$ cat src/rtl/core/mmta_pkg.sv
// Shared types and constants for the matrix multiply / transpose / accumulate block.
// Holds the sequencer state enum, operation and register codes, and the MAC control word.
// No dependencies.
package mmta_pkg;

  // Fixed field widths
  localparam int VALUE_W    = 32;  // width of value and read_value words
  localparam int CNT_W      = 5;   // width of the count registers
  localparam int ADDR_W     = 5;   // APB byte address width
  localparam int ACC_W      = 64;  // accumulator width
  localparam int PROD_SHIFT = 16;  // Q16.16 product alignment

  // Operation codes of an input word
  typedef enum logic [2:0] {
    OP_LOAD_A   = 3'd0,
    OP_LOAD_B   = 3'd1,
    OP_LOAD_C   = 3'd2,
    OP_MULTIPLY = 3'd3,
    OP_READ_C   = 3'd4
  } op_e;

  // Register indexes (byte address / 4)
  typedef enum logic [2:0] {
    REG_TRANSPOSE_A  = 3'd0,
    REG_TRANSPOSE_B  = 3'd1,
    REG_TRANSPOSE_C  = 3'd2,
    REG_ACCUMULATE   = 3'd3,
    REG_ROW_COUNT    = 3'd4,
    REG_LINK_COUNT   = 3'd5,
    REG_COLUMN_COUNT = 3'd6
  } reg_e;

  // Sequencer states
  typedef enum logic [3:0] {
    ST_IDLE,
    ST_RADDR,
    ST_READ,
    ST_CRD,
    ST_CINIT,
    ST_ABRD,
    ST_MUL,
    ST_ACC,
    ST_WR,
    ST_DONE
  } state_e;

  // Control word from the sequencer to the MAC unit
  typedef struct packed {
    logic init;   // load accumulator with start value
    logic use_c;  // start value is the stored C element, else zero
    logic mul;    // register the product of the A and B words
    logic acc;    // add the aligned product into the accumulator
  } mac_ctrl_t;

endpackage

$ cat src/rtl/core/mmta_mac.sv
// Shared multiply-accumulate unit: registered signed product, Q16.16 alignment,
// 64-bit accumulator and saturation to DATA_WIDTH bits. Depends on mmta_pkg.
module mmta_mac #(
  parameter int DATA_WIDTH = 32
) (
  input  logic                         clk_i,
  input  mmta_pkg::mac_ctrl_t          ctrl_i,
  input  logic signed [DATA_WIDTH-1:0] a_i,
  input  logic signed [DATA_WIDTH-1:0] b_i,
  input  logic signed [DATA_WIDTH-1:0] c_i,
  output logic signed [DATA_WIDTH-1:0] result_o,
  output logic                         sat_o
);

  localparam int AW = mmta_pkg::ACC_W;
  localparam int PW = 2 * DATA_WIDTH;
  localparam int SW = PW - mmta_pkg::PROD_SHIFT;
  localparam logic signed [AW-1:0] HI = (AW'(1) <<< (DATA_WIDTH - 1)) - AW'(1);
  localparam logic signed [AW-1:0] LO = -HI - AW'(1);

  logic signed [PW-1:0] prod_q;
  logic signed [SW-1:0] prod_sh;
  logic signed [AW-1:0] acc_q;

  // Product register
  always_ff @(posedge clk_i) begin
    if (ctrl_i.mul) begin
      prod_q <= a_i * b_i;
    end
  end

  // Floor shift by 16: drop the low fraction bits
  assign prod_sh = prod_q[PW-1:mmta_pkg::PROD_SHIFT];

  // Accumulator
  always_ff @(posedge clk_i) begin
    if (ctrl_i.init) begin
      acc_q <= ctrl_i.use_c ? AW'(c_i) : '0;
    end else if (ctrl_i.acc) begin
      acc_q <= acc_q + AW'(prod_sh);
    end
  end

  // Saturate to the element width
  always_comb begin
    sat_o    = 1'b0;
    result_o = acc_q[DATA_WIDTH-1:0];
    if (acc_q > HI) begin
      sat_o    = 1'b1;
      result_o = HI[DATA_WIDTH-1:0];
    end else if (acc_q < LO) begin
      sat_o    = 1'b1;
      result_o = LO[DATA_WIDTH-1:0];
    end
  end

endmodule

$ cat config.mk
export PLATFORM = sky130hd
export DESIGN_NAME = mmta_mac
export DESIGN_NICKNAME = d
export VERILOG_FILES = /design/src/rtl/core/mmta_pkg.sv /design/src/rtl/core/mmta_mac.sv
export SDC_FILE = /design/constraint.sdc
export NUM_CORES = 2
export LEC_CHECK = 0
export ABC_AREA = 0
export BUFFER_PORTS_ARGS = -buffer_cell sky130_fd_sc_hd__buf_4
export CAP_MARGIN = 20
export CORE_MARGIN = 3
export CORE_UTILIZATION = 25
export DETAILED_ROUTE_END_ITERATION = 16
export PLACE_DENSITY = 0.38
export SYNTH_ARGS = -nofsm -noshare
export SYNTH_HDL_FRONTEND = slang
export SYNTH_SLANG_ARGS = --single-unit
export TNS_END_PERCENT = 20
$ cat constraint.sdc
create_clock -name clk_i -period 14.55 [get_ports clk_i]
set_input_delay 2.1825 -clock clk_i [delete_from_list [all_inputs] [get_ports clk_i]]
set_output_delay 2.1825 -clock clk_i [all_outputs]
set_load 0.05 [all_outputs]
==> impl_metrics.ini <==
[final_layout]
layout-drive-gt1-share_pct = 3.94
fin_nets = 5991
area_growth_pct = 7.67

[detailed_routing]
first_pass_iters = 5
ant_nets = 0
drc = 0
vias = 30800
finalWirelength_um = 153000
drt-initial-drc-count = 1999
post_drt_wl_per_cell_um = 22.3
viasPerCell = 4.48

[worst_setup_path]
cp_data_arrival_time_ns = 10.67
slowest_stage = fa_1
path_common_cell = fa_1
worstPathMaxFanout = 32
cp.required_ns = 14.67
cp-start-kind = input pin
endpoint_kind = flop
slowest_delay_ns = 0.94
crit_chain = buf_4 -> nand2_1 -> inv_1 -> fa_1 -> fa_1 -> fa_1 -> inv_1 -> fa_1 -> inv_1 -> fa_1 -> inv_1 -> fa_1 -> fa_1 -> fa_1 -> inv_1 -> ha_1 -> nand2_1 -> nor3_1 -> nand4_1 -> a31oi_1 -> a31oi_1 -> o21ai_1 -> a21boi_0 -> xnor2_1
crit_type = in2reg

[placement]
place_congestion = 0.827
place_hpwl_um = 117000
port_buffers = 133

[sta]
tightest_slew_ns = 1.01
finalSetupViolCount = 0
hold_violations = 0
final.setup_skew_ns = 0.0154
max_freq_mhz = 94.7
drv_slew = 0
period_share_pct = 72.5
relSlewSlack_pct = 32.4
setup_tns_ns = 0
rsz0062_at_grt = no
fin_crit_ns = 10.56

[global_routing]
grtUsageMet2_pct = 27.4
grt_pass1_vias = 34200
use_met3_pct = 2.59
grt.busiest_layer = met2
grt_pass1_wl_um = 232000
grt_max_degree = 66
grt.total_usage_pct = 17.4
use_met1_pct = 25.9
grt-ovfl-total = 0
antenna_found_initial = 12

[synth]
postSynthAreaPerCell_um2 = 9.36
synthMuxAreaShare_pct = 0.0460
synth.most_common_cell = fa_1
synthTopCellsByCount = fa_1, inv_1, nand2_1, and2_1, ha_1
synth.distinct_cells = 72
synthTopCellsByArea = fa_1, inv_1, edfxtp_1
ys.flop_type = edfxtp_1
synth_compound_area_share_pct = 6.37
yosys_register_bits = 112
synth-edff-count = 112
yosysTopAreaCell = fa_1
synth_cells = 4648
synth_top_family_by_area = adder cells
async_reset_ff_share_pct = 0
synthAdderAreaFrac_pct = 56.8
syn-num-nets = 6074
yosys_warnings = 0
yosys.area_share.simple_pct = 16.0
synth_xor_area_share_pct = 2.32
synthesis.area_um2 = 43500
yosysSeqAreaShare_pct = 7.73
yosysTopAreaCellShare_pct = 49.8

[status]
status = finished, final reports clean

[die]
die-area_um2 = 179000
rows = 152
pin_count = 134
die_w_um = 423
die_y_um = 423
core_um2 = 172000
start_util_pct = 25.2

[clock_tree]
clkSinkCount = 112
post_cts_buffers = 0
numCtsBuffers = 9
cts_tree = built
clkTransAtPathRegs_ns = 0.07
cts_htree_levels = 3
cts_resized = 0
worstSkewPairLatency_ns = 0.38
root_buffer = clkbuf_16
cts_hold_buf = 0
clk_path_buf_depth = 2

[min_path]
holdCritPathClass = reg2reg

[job]
drv_cap = 0
==> flip-flops by register name (all words and copies together), names as in the netlist <==
| register | cells |
|---|---|
| acc_q | 64 |
| prod_q | 48 |
==> final cells by class <==
type	count	area [um2]
inverters	996	3740
clock buffers	10	229
diodes	5	12.5
repair buffers	146	1100
flip-flops and latches	112	3360
fillers	18600	125000
multi-input cells	3300	35500
well taps	2310	2890
clock inverters	5	25.0
==> cells in the final DEF (no fill, tap or decap), types with 18 or more instances in the layout <==
master	Yosys	final
nand4_1	40	40
and2_1	502	502
inv_1	996	996
nand2b_1	18	18
edfxtp_1	112	112
nor3_1	20	20
ha_1	243	243
nand3_1	29	29
nand2_1	669	669
nor2_1	89	89
xnor2_1	74	74
xor2_1	41	41
a21oi_1	122	122
fa_1	1082	1082
buf_4	0	146
a21o_1	67	67
o21ai_0	116	116
o21bai_1	21	21
==> worst paths after layout <==
check / startpoint / to / slack (ns) / depth (start not counted)
worst min register to register: acc_q[0] / acc_q[0] / 0.74 / 2
worst max register to register: prod_q[16] / acc_q[62] / 10.79 / 12
worst min-delay path: acc_q[0] / acc_q[0] / 0.74 / 2
worst max-delay path: b_i[2] / prod_q[58] / 3.99 / 24
==> per-stage QoR <==
stage | cell area [um2] | hold slack, ns | util [%] | cells | worst slack, ns
floorplan | 43500 | 0.650 | - | 4648 | 4.97
global placement | 46600 | 0.724 | 27.0 | 6864 | 3.63
detailed placement | 46600 | 0.725 | 27.0 | 6864 | 3.63
CTS | 46800 | 0.745 | 27.2 | 6879 | 4.00
global route | 46800 | 0.767 | 27.2 | 6880 | 3.52
finish | 46800 | 0.740 | 27.2 | 6884 | 3.99
==> critical path, delay by kind of cell <==
| family | cells | cell delay, ns |
|---|---|---|
| xor gates and xnor gates | 1 | 0.16 |
| adders and majority gates | 9 | 4.94 |
| AOI/OAI and AO/OA | 4 | 1.16 |
| and+or+nand+nor | 4 | 1.22 |
| buffers and inverters | 6 | 0.95 |
==> cells by family (layout without fill, tap and decap cells) <==
logic type	Yosys count	in the layout
simple gates	1420	1420
fa+ha+maj	1325	1325
buf+inv	1236	1157
compound gates	438	438
xor+xnor	115	115
flops	112	112
mux	2	2
other cells	0	5
==> layer usage <==
metal	share of wire, %	up-vias	wire [um]
li1	-	13700	-
met1	49	16300	74900
met2	44	701	68000
met3	5.8	71	8830
met4	1.1	0	1620
met5	0	-	0
Power is left out: the tool's default activity adds up to more than one toggle a clock period on the data nets, which glitch-free logic cannot reach.
